===== config.mk =====
export PLATFORM = sky130hd
export DESIGN_NAME = ir_remote_button_translator
export DESIGN_NICKNAME = d
export VERILOG_FILES = /design/src/rtl/irbt_pkg.sv /design/src/rtl/ir_remote_button_translator.sv /design/src/rtl/irbt_ram.sv /design/src/rtl/irbt_ctrl.sv /design/src/rtl/irbt_datapath.sv
export SDC_FILE = /design/constraint.sdc
export NUM_CORES = 1
export LEC_CHECK = 0
export BUFFER_PORTS_ARGS = -buffer_cell sky130_fd_sc_hd__buf_2
export CAP_MARGIN = 30
export CORE_UTILIZATION = 45
export DETAILED_ROUTE_END_ITERATION = 7
export PLACE_DENSITY = 0.67
export SETUP_SLACK_MARGIN = 0.3
export SLEW_MARGIN = 30
export SYNTH_ARGS = -nofsm -noshare
export SYNTH_HDL_FRONTEND = slang
export SYNTH_SLANG_ARGS = --single-unit

===== constraint.sdc =====
create_clock -name clk -period 13.1 [get_ports clk]
set_input_delay 1.965 -clock clk [delete_from_list [all_inputs] [get_ports clk]]
set_output_delay 1.965 -clock clk [all_outputs]
set_load 0.05 [all_outputs]

===== src/rtl/irbt_pkg.sv =====
// ----------------------------------------------------------------------------
// irbt_pkg
// Shared types, constants and the command code map of the IR button translator.
// ----------------------------------------------------------------------------
package irbt_pkg;

  localparam int OUT_BUTTONS = 17;
  localparam int TIME_W      = 32;
  localparam int REG_W       = 16;
  localparam int ADDR_W      = 16;
  localparam int CODE_W      = 16;
  localparam int BTN_W       = 4;
  localparam int CFG_IDX_W   = 3;

  localparam logic [CFG_IDX_W-1:0] REG_HOLD        = 3'd0;
  localparam logic [CFG_IDX_W-1:0] REG_BLOCK       = 3'd1;
  localparam logic [CFG_IDX_W-1:0] REG_MODE_REPEAT = 3'd2;
  localparam logic [CFG_IDX_W-1:0] REG_BLINK       = 3'd3;
  localparam logic [CFG_IDX_W-1:0] REG_ADDR_A      = 3'd4;
  localparam logic [CFG_IDX_W-1:0] REG_ADDR_B      = 3'd5;

  localparam logic [REG_W-1:0] HOLD_RESET        = 16'd100;
  localparam logic [REG_W-1:0] BLOCK_RESET       = 16'd50;
  localparam logic [REG_W-1:0] MODE_REPEAT_RESET = 16'd500;
  localparam logic [REG_W-1:0] BLINK_RESET       = 16'd1000;
  localparam logic [REG_W-1:0] ADDR_A_RESET      = 16'h00F4;
  localparam logic [REG_W-1:0] ADDR_B_RESET      = 16'h0074;

  localparam logic [CODE_W-1:0] KEY_RECORD = 16'h0017;

  typedef enum logic [1:0] {
    MODE_OFF   = 2'd0,
    MODE_TRANS = 2'd1,
    MODE_PASS  = 2'd2
  } mode_t;

  typedef struct packed {
    logic              command;
    logic [TIME_W-1:0] now_ms;
    logic [ADDR_W-1:0] ir_address;
    logic [CODE_W-1:0] ir_command;
  } poll_t;

  typedef struct packed {
    logic [OUT_BUTTONS-1:0] buttons_n;
    logic                   led_on;
    logic [1:0]             mode;
  } result_t;

  typedef enum logic [2:0] {
    ST_IDLE,
    ST_SCAN,
    ST_SCAN_END,
    ST_BTN,
    ST_KEY,
    ST_DONE
  } ctrl_state_t;

  typedef struct packed {
    logic take;
    logic scan_rd;
    logic scan_end;
    logic btn_chk;
    logic key_chk;
    logic load_out;
  } ctrl_cmd_t;

  typedef struct packed {
    logic scan_last;
    logic out_busy;
  } ctrl_status_t;

  // button for a command code, zero for none
  function automatic logic [BTN_W-1:0] map_button(input logic [CODE_W-1:0] code,
                                                  input logic              pass);
    logic [BTN_W-1:0] b;
    b = '0;
    case (code)
      16'h0016: b = 4'd5;
      16'h0019: b = 4'd6;
      16'h001B: b = 4'd1;
      16'h001A: b = 4'd2;
      16'h0051: b = 4'd3;
      16'h000F: b = 4'd4;
      16'h0015: b = 4'd7;
      16'h0014: b = 4'd8;
      16'h004F: b = 4'd11;
      16'h0018: b = 4'd12;
      16'h0024: b = 4'd10;
      default:  b = '0;
    endcase
    if (b == '0 && pass) begin
      case (code)
        16'h0020: b = 4'd1;
        16'h0021: b = 4'd2;
        16'h001E: b = 4'd3;
        16'h001F: b = 4'd4;
        16'h0022: b = 4'd5;
        16'h0023: b = 4'd9;
        16'h0066: b = 4'd5;
        16'h0025: b = 4'd6;
        16'h0068: b = 4'd11;
        16'h0026: b = 4'd12;
        default:  b = '0;
      endcase
    end
    return b;
  endfunction

endpackage


===== src/rtl/ir_remote_button_translator.sv =====
// ----------------------------------------------------------------------------
// ir_remote_button_translator
// Turns polls with optional decoded IR frames into active-low button bits,
// a status LED level and a three-state control mode.
// ----------------------------------------------------------------------------
// A request is worked through in order: the walk over the press time memory,
// which reads one button entry per cycle, then the release check of the last
// entry and the LED update, followed by the mapped button check, the record
// key check and the output load. One request is in work at a time; a new one
// is taken once the previous result has moved into the output register, even
// while that result is still stalled. A result stalled when the next one is
// ready holds the sequencer until it leaves. Configuration must be written
// only while no request is in work; the block itself does not enforce it.
// ----------------------------------------------------------------------------
module ir_remote_button_translator #(
  parameter int NUM_BUTTONS = 17
) (
  input  logic                           clk,
  input  logic                           rst,
  input  logic                           poll_valid,
  output logic                           poll_stall,
  input  irbt_pkg::poll_t                poll,
  output logic                           result_valid,
  input  logic                           result_stall,
  output irbt_pkg::result_t              result,
  input  logic                           cfg_we,
  input  logic [irbt_pkg::CFG_IDX_W-1:0] cfg_index,
  input  logic [irbt_pkg::REG_W-1:0]     cfg_data
);
  import irbt_pkg::*;

  ctrl_cmd_t    cmd;
  ctrl_status_t status;

  irbt_ctrl u_ctrl (
    .clk       (clk),
    .rst       (rst),
    .poll_valid(poll_valid),
    .poll_stall(poll_stall),
    .status    (status),
    .cmd       (cmd)
  );

  irbt_datapath #(
    .NUM_BUTTONS(NUM_BUTTONS)
  ) u_datapath (
    .clk         (clk),
    .rst         (rst),
    .cfg_we      (cfg_we),
    .cfg_index   (cfg_index),
    .cfg_data    (cfg_data),
    .poll        (poll),
    .result      (result),
    .result_valid(result_valid),
    .result_stall(result_stall),
    .cmd         (cmd),
    .status      (status)
  );

endmodule


===== src/rtl/irbt_ram.sv =====
// ----------------------------------------------------------------------------
// irbt_ram
// Generic single write port, single read port RAM with registered read data.
// ----------------------------------------------------------------------------
module irbt_ram #(
  parameter int WIDTH = 32,
  parameter int DEPTH = 17
) (
  input  logic                     clk,
  input  logic                     we,
  input  logic [$clog2(DEPTH)-1:0] waddr,
  input  logic [WIDTH-1:0]         wdata,
  input  logic [$clog2(DEPTH)-1:0] raddr,
  output logic [WIDTH-1:0]         rdata
);

  logic [WIDTH-1:0] mem [DEPTH];

  always_ff @(posedge clk) begin
    if (we) begin
      mem[waddr] <= wdata;
    end
    rdata <= mem[raddr];
  end

endmodule


===== src/rtl/irbt_ctrl.sv =====
// ----------------------------------------------------------------------------
// irbt_ctrl
// Sequencer: takes a request, walks the press times, checks the mapped
// button and the record key, then hands the result to the output register.
// ----------------------------------------------------------------------------
module irbt_ctrl (
  input  logic                   clk,
  input  logic                   rst,
  input  logic                   poll_valid,
  output logic                   poll_stall,
  input  irbt_pkg::ctrl_status_t status,
  output irbt_pkg::ctrl_cmd_t    cmd
);
  import irbt_pkg::*;

  ctrl_state_t state, state_next;

  always_ff @(posedge clk) begin
    if (rst) begin
      state <= ST_IDLE;
    end else begin
      state <= state_next;
    end
  end

  always_comb begin
    state_next = state;
    unique case (state)
      ST_IDLE:     if (poll_valid) state_next = ST_SCAN;
      ST_SCAN:     if (status.scan_last) state_next = ST_SCAN_END;
      ST_SCAN_END: state_next = ST_BTN;
      ST_BTN:      state_next = ST_KEY;
      ST_KEY:      state_next = ST_DONE;
      ST_DONE:     if (!status.out_busy) state_next = ST_IDLE;
      default:     state_next = ST_IDLE;
    endcase
  end

  always_comb begin
    cmd        = '0;
    poll_stall = 1'b1;
    unique case (state)
      ST_IDLE: begin
        poll_stall = 1'b0;
        cmd.take   = poll_valid;
      end
      ST_SCAN:     cmd.scan_rd  = 1'b1;
      ST_SCAN_END: cmd.scan_end = 1'b1;
      ST_BTN:      cmd.btn_chk  = 1'b1;
      ST_KEY:      cmd.key_chk  = 1'b1;
      ST_DONE:     cmd.load_out = !status.out_busy;
      default:     cmd = '0;
    endcase
  end

endmodule


===== src/rtl/irbt_datapath.sv =====
// ----------------------------------------------------------------------------
// irbt_datapath
// Configuration registers, press time memory, button bits, mode, LED blink
// and the output register.
// ----------------------------------------------------------------------------
module irbt_datapath #(
  parameter int NUM_BUTTONS = 17
) (
  input  logic                            clk,
  input  logic                            rst,
  input  logic                            cfg_we,
  input  logic [irbt_pkg::CFG_IDX_W-1:0]  cfg_index,
  input  logic [irbt_pkg::REG_W-1:0]      cfg_data,
  input  irbt_pkg::poll_t                 poll,
  output irbt_pkg::result_t               result,
  output logic                            result_valid,
  input  logic                            result_stall,
  input  irbt_pkg::ctrl_cmd_t             cmd,
  output irbt_pkg::ctrl_status_t          status
);
  import irbt_pkg::*;

  localparam int IDX_W = $clog2(NUM_BUTTONS);

  logic [REG_W-1:0]       hold_ms, block_ms, mode_rep_ms, blink_ms, addr_a, addr_b;
  poll_t                  poll_q;
  logic [IDX_W-1:0]       cnt;
  logic                   pend;
  logic [IDX_W-1:0]       rd_idx;
  logic [TIME_W-1:0]      rd_data;
  logic [NUM_BUTTONS-1:0] vld;
  logic [NUM_BUTTONS-1:0] bits;
  logic                   led;
  logic                   phase;
  logic [TIME_W-1:0]      last_blink;
  mode_t                  mode;

  logic                   frame_hit, btn_hit, key_hit;
  logic [BTN_W-1:0]       btn_code;
  logic [IDX_W-1:0]       btn_idx;
  logic [IDX_W-1:0]       rd_addr;
  logic [TIME_W-1:0]      time_cur;
  logic [REG_W-1:0]       limit;
  logic [TIME_W:0]        deadline;
  logic                   expired;
  logic                   release_hit, btn_press, key_press;
  logic                   ram_we;
  logic [IDX_W-1:0]       ram_waddr;
  logic [TIME_W-1:0]      elapsed;
  logic [OUT_BUTTONS-1:0] out_bits;

  // config registers
  always_ff @(posedge clk) begin
    if (rst) begin
      hold_ms     <= HOLD_RESET;
      block_ms    <= BLOCK_RESET;
      mode_rep_ms <= MODE_REPEAT_RESET;
      blink_ms    <= BLINK_RESET;
      addr_a      <= ADDR_A_RESET;
      addr_b      <= ADDR_B_RESET;
    end else if (cfg_we) begin
      unique case (cfg_index)
        REG_HOLD:        hold_ms     <= cfg_data;
        REG_BLOCK:       block_ms    <= cfg_data;
        REG_MODE_REPEAT: mode_rep_ms <= cfg_data;
        REG_BLINK:       blink_ms    <= cfg_data;
        REG_ADDR_A:      addr_a      <= cfg_data;
        REG_ADDR_B:      addr_b      <= cfg_data;
        default: ;
      endcase
    end
  end

  assign frame_hit = poll_q.command &&
                     (poll_q.ir_address == addr_a || poll_q.ir_address == addr_b);
  assign btn_code  = map_button(poll_q.ir_command, mode == MODE_PASS);
  assign btn_idx   = IDX_W'(btn_code);
  assign btn_hit   = frame_hit && mode != MODE_OFF && btn_code != '0;
  assign key_hit   = frame_hit && poll_q.ir_command == KEY_RECORD;

  always_comb begin
    priority if (cmd.scan_rd) begin
      rd_addr = cnt;
    end else if (cmd.scan_end) begin
      rd_addr = btn_idx;
    end else begin
      rd_addr = '0;
    end
  end

  // one shared add and compare for release and press checks
  assign time_cur = vld[rd_idx] ? rd_data : '0;
  assign limit    = pend ? hold_ms : (cmd.btn_chk ? block_ms : mode_rep_ms);
  assign deadline = {1'b0, time_cur} + {{(TIME_W - REG_W + 1){1'b0}}, limit};
  assign expired  = deadline[TIME_W-1:0] < poll_q.now_ms;

  assign release_hit = pend && expired;
  assign btn_press   = cmd.btn_chk && btn_hit && expired;
  assign key_press   = cmd.key_chk && key_hit && expired;
  assign ram_we      = btn_press || key_press;
  assign ram_waddr   = btn_press ? btn_idx : '0;

  assign elapsed = poll_q.now_ms - last_blink;

  irbt_ram #(
    .WIDTH(TIME_W),
    .DEPTH(NUM_BUTTONS)
  ) u_press_time (
    .clk  (clk),
    .we   (ram_we),
    .waddr(ram_waddr),
    .wdata(poll_q.now_ms),
    .raddr(rd_addr),
    .rdata(rd_data)
  );

  always_ff @(posedge clk) begin
    if (cmd.take) begin
      poll_q <= poll;
    end
    rd_idx <= rd_addr;
    if (cmd.load_out) begin
      result.buttons_n <= out_bits;
      result.led_on    <= led;
      result.mode      <= mode;
    end
  end

  always_ff @(posedge clk) begin
    if (rst) begin
      cnt          <= '0;
      pend         <= 1'b0;
      vld          <= '0;
      bits         <= '1;
      mode         <= MODE_TRANS;
      led          <= 1'b0;
      phase        <= 1'b1;
      last_blink   <= '0;
      result_valid <= 1'b0;
    end else begin
      pend <= cmd.scan_rd;
      if (cmd.take) begin
        cnt <= '0;
      end else if (cmd.scan_rd) begin
        cnt <= IDX_W'(cnt + 1'b1);
      end

      // release, the mode key keeps its time
      if (release_hit) begin
        bits[rd_idx] <= 1'b1;
        if (rd_idx != '0) begin
          vld[rd_idx] <= 1'b0;
        end
      end
      if (btn_press) begin
        bits[btn_idx] <= 1'b0;
        vld[btn_idx]  <= 1'b1;
      end
      if (key_press) begin
        bits[0] <= 1'b0;
        vld[0]  <= 1'b1;
        unique case (mode)
          MODE_OFF:   mode <= MODE_TRANS;
          MODE_TRANS: mode <= MODE_PASS;
          MODE_PASS:  mode <= MODE_OFF;
          default:    mode <= MODE_TRANS;
        endcase
      end

      if (cmd.scan_end) begin
        unique case (mode)
          MODE_TRANS: begin
            if (elapsed > {{(TIME_W - REG_W){1'b0}}, blink_ms}) begin
              led        <= phase;
              phase      <= ~phase;
              last_blink <= poll_q.now_ms;
            end
          end
          MODE_OFF:  led <= 1'b0;
          MODE_PASS: led <= 1'b1;
          default: ;
        endcase
      end

      if (cmd.load_out) begin
        result_valid <= 1'b1;
      end else if (result_valid && !result_stall) begin
        result_valid <= 1'b0;
      end
    end
  end

  for (genvar j = 0; j < OUT_BUTTONS; j++) begin : g_out
    if (j < NUM_BUTTONS) begin : g_used
      assign out_bits[j] = bits[j];
    end else begin : g_unused
      assign out_bits[j] = 1'b1;
    end
  end

  assign status.scan_last = cnt == IDX_W'(NUM_BUTTONS - 1);
  assign status.out_busy  = result_valid && result_stall;

  // mode key time is never dropped once written
  a_key_time_kept: assert property (@(posedge clk) disable iff (rst)
    vld[0] |=> vld[0])
    else $error("mode key press time lost");

  a_mode_only_on_key: assert property (@(posedge clk) disable iff (rst)
    !cmd.key_chk |=> $stable(mode))
    else $error("mode changed outside key check");

  a_press_only_on_check: assert property (@(posedge clk) disable iff (rst)
    !(cmd.btn_chk || cmd.key_chk) |=> (($past(bits) & ~bits) == '0))
    else $error("button pressed outside press check");

  a_load_shows_result: assert property (@(posedge clk) disable iff (rst)
    cmd.load_out |=> result_valid)
    else $error("loaded result not presented");

endmodule


==> results.json <==
{
  "io_pins": 111,
  "place_area_um2": 38000,
  "synth.most_common_cell": "nand2_1",
  "clock_skew_ns": 0.0512,
  "die_area_um2": 81300,
  "synthAdderAreaFrac": 0.0358,
  "synthCells": 3183,
  "synth-compound-area-share": 0.0903,
  "ys.flop_type": "edfxtp_1",
  "setup_viol": 0,
  "track_usage": 0.220,
  "yosys.area_share.simple": 0.156,
  "clkSlewWorstSetupHoldPaths_ns": 0.06,
  "cp_common_cell": "a21o_1",
  "period_share": 0.700,
  "clk_latency_ns": 0.68,
  "grt_pass1_wl_um": 136000,
  "synth_top_family_by_area": "simple AND/OR/NAND/NOR gates",
  "dp_hpwl_um": 57400,
  "routabilityCongestion": 0.884,
  "numCtsBuffers": 86,
  "cts-root-buf": "clkbuf_16",
  "design_area_um2": 41200,
  "drtIter0Drc": 2149,
  "grt_max_degree": 152,
  "portBuffers": 110,
  "cts_tree": "yes",
  "vdd_drop_max_uv": 90.8,
  "register_area_um2": 22200,
  "relSlewSlack": 0.353,
  "start_kind": "flip-flop",
  "critPathMaxStageDelay_ns": 0.79,
  "crit_slowest_cell": "a21oi_1",
  "wl_per_cell_um": 20.1,
  "start_util": 0.456,
  "synth_xor_area_frac": 0.0194,
  "vias": 24300,
  "die_h_um": 285,
  "arrival_ns": 9.53,
  "rsz0062_at_grt": "no",
  "cap_violations": 0,
  "muxShareOfSynthArea": 0.0456,
  "cts_max_path_buffers": 3,
  "finalHoldViolCount": 0,
  "ant_nets": 0,
  "cp_max_fo": 32,
  "multiInputGateArea_um2": 13000,
  "post_cts_resized": 0,
  "crit_type": "reg2reg",
  "cts_setup_buffers": 0,
  "synthTopCellsByArea": "edfxtp_1 50%, dfxtp_1 12%, nand2_1 8.1%, mux2i_1 4.2%, ha_1 3.5%",
  "power_density_nw_per_um2": 140,
  "finalWirelength_um": 90600,
  "p_leak_nw": 14.9,
  "synth_seq_cells": 810,
  "hold_buffers": 0,
  "fillers": 6954,
  "yosysSeqAreaShare": 0.615,
  "netlist_area_um2": 36100,
  "grt_pass1_vias": 23000,
  "syn_avg_cell_area_um2": 11.3,
  "drc": 0,
  "fmaxAchievable_ghz": 0.109,
  "worst_pin_slew_ns": 0.968,
  "yosys.area.top_type": "edfxtp_1",
  "drt-pass1-iter-count": 6,
  "gr-total-overflow": 0,
  "netlist.area_leader.share": 0.497,
  "min_period_ns": 9.17,
  "hold_class": "reg2reg",
  "clock_sinks": 810,
  "ys_warn_count": 0,
  "drive_above_1_share": 0.109,
  "finalMaxSlewViolations": 0,
  "diodes": 0,
  "endpoint_kind": "flip-flop",
  "viasPerCell": 5.40,
  "antenna_found_initial": 0,
  "synth-async-reset-ratio": 0,
  "nNetsFinal": 3571,
  "die_w_um": 285,
  "htree_levels": 3,
  "synth-edff-count": 597,
  "netlist_top_cells_count": "783 x nand2_1, 597 x edfxtp_1, 213 x dfxtp_1, 152 x mux2i_1, 143 x a21oi_1",
  "tns_ns": 0,
  "area.growth.synth_to_final_pct": 14.2,
  "synth_cell_types": 98,
  "core_um2": 79100,
  "critPathRequiredTime_ns": 13.46,
  "row_count": 103,
  "status": "complete, no violations"
}
-- layout make-up --
class                   count  area share
clock buffers             102      0.0544
well taps                1050      0.0319
multi-input cells        2182       0.316
inverters                 125      0.0116
flip-flops and latches    810       0.539
repair buffers            175      0.0317
clock inverters            56      0.0156
-- cells by family (layout without fill, tap and decap cells) --
group / after synthesis / after routing
mux: 158 / 158
buf+inv: 286 / 458
compound gates: 487 / 487
fa+ha+maj: 102 / 102
simple gates: 1260 / 1260
xor+xnor: 79 / 79
other cells: 1 / 96
flops: 810 / 810
-- power by group --
part	internal (mW)	total, mW	switching, mW
logic	0.151	0.460	0.308
registers	2.83	2.86	0.0326
clock network	1.39	2.46	1.07
-- worst paths after layout --
kind,start,to,slack [ns],depth (start not counted)
worst max-delay path,u_datapath.rd_idx[0],u_datapath.u_press_time.mem[7][15],3.93,32
worst min-delay path,u_datapath.bits[8],u_datapath.result[11],0.43,0
worst max register to register,u_datapath.rd_idx[0],u_datapath.u_press_time.mem[7][15],3.93,32
worst min register to register,u_datapath.bits[8],u_datapath.result[11],0.43,0
-- placed cells by master (no fill, tap or decap), types with 23 or more instances in the layout --
master     count
clkbuf_16     86
o221ai_1      35
ha_1         100
a21oi_1      142
nor2_1        77
a21o_1        25
xor2_1        23
xnor2_1       55
edfxtp_1     597
nand3b_1      38
buf_4         50
nand2_1      783
nor3_1        28
conb_1        96
buf_2        110
a32oi_1       32
o21ai_0      123
inv_1        122
nor2b_1       34
nand3_1      137
nand4_1       34
dfxtp_1      213
mux2i_1      152
-- registers in the layout (all words and copies together), names as in the netlist, 16 cells and up --
register and flops:
u_datapath.mode_rep_ms 16, u_datapath.addr_a 16, u_datapath.bits 17, u_datapath.u_press_time.mem 512
u_datapath.last_blink 32, u_datapath.hold_ms 16, u_datapath.blink_ms 16, u_datapath.u_press_time.rdata 32
u_datapath.block_ms 16, u_datapath.result 20, u_datapath.vld 17, u_datapath.addr_b 16
u_datapath.poll_q 65
-- worst max-delay path: cells and delay by family (launching register included) --
kind	cells	cell delay, ns
AO/OA/AOI/OAI	15	3.55
buffers and inverters	3	0.65
multiplexers	2	1.03
XOR/XNOR	1	0.18
adder cells (fa/ha/maj)	3	0.71
AND/OR/NAND/NOR	8	2.15
flip-flops	1	0.58
-- per-stage QoR --
| stage | worst slack [ns] | hold slack, ns | util | std cells | total power [mW] |
|---|---|---|---|---|---|
| final | 3.93 | 0.430 | 0.521 | 4500 | 5.78 |
| after global routing | 3.34 | 0.442 | 0.521 | 4500 | 5.99 |
| after CTS | 3.75 | 0.432 | 0.517 | 4490 | 5.83 |
| after detailed placement | 3.76 | 0.409 | 0.481 | 4332 | 3.37 |
| after global placement | 3.91 | 0.410 | 0.480 | 4330 | 3.37 |
| after floorplan | 3.13 | 0.400 | - | 3278 | 3.21 |
-- per-layer routing --
layer	wire length, um	track usage
met4	3300	0.0822
met5	0	0
met3	5430	0.0364
met2	43600	0.367
met1	38200	0.287
Note: power is estimated with default switching activity, not from simulation.
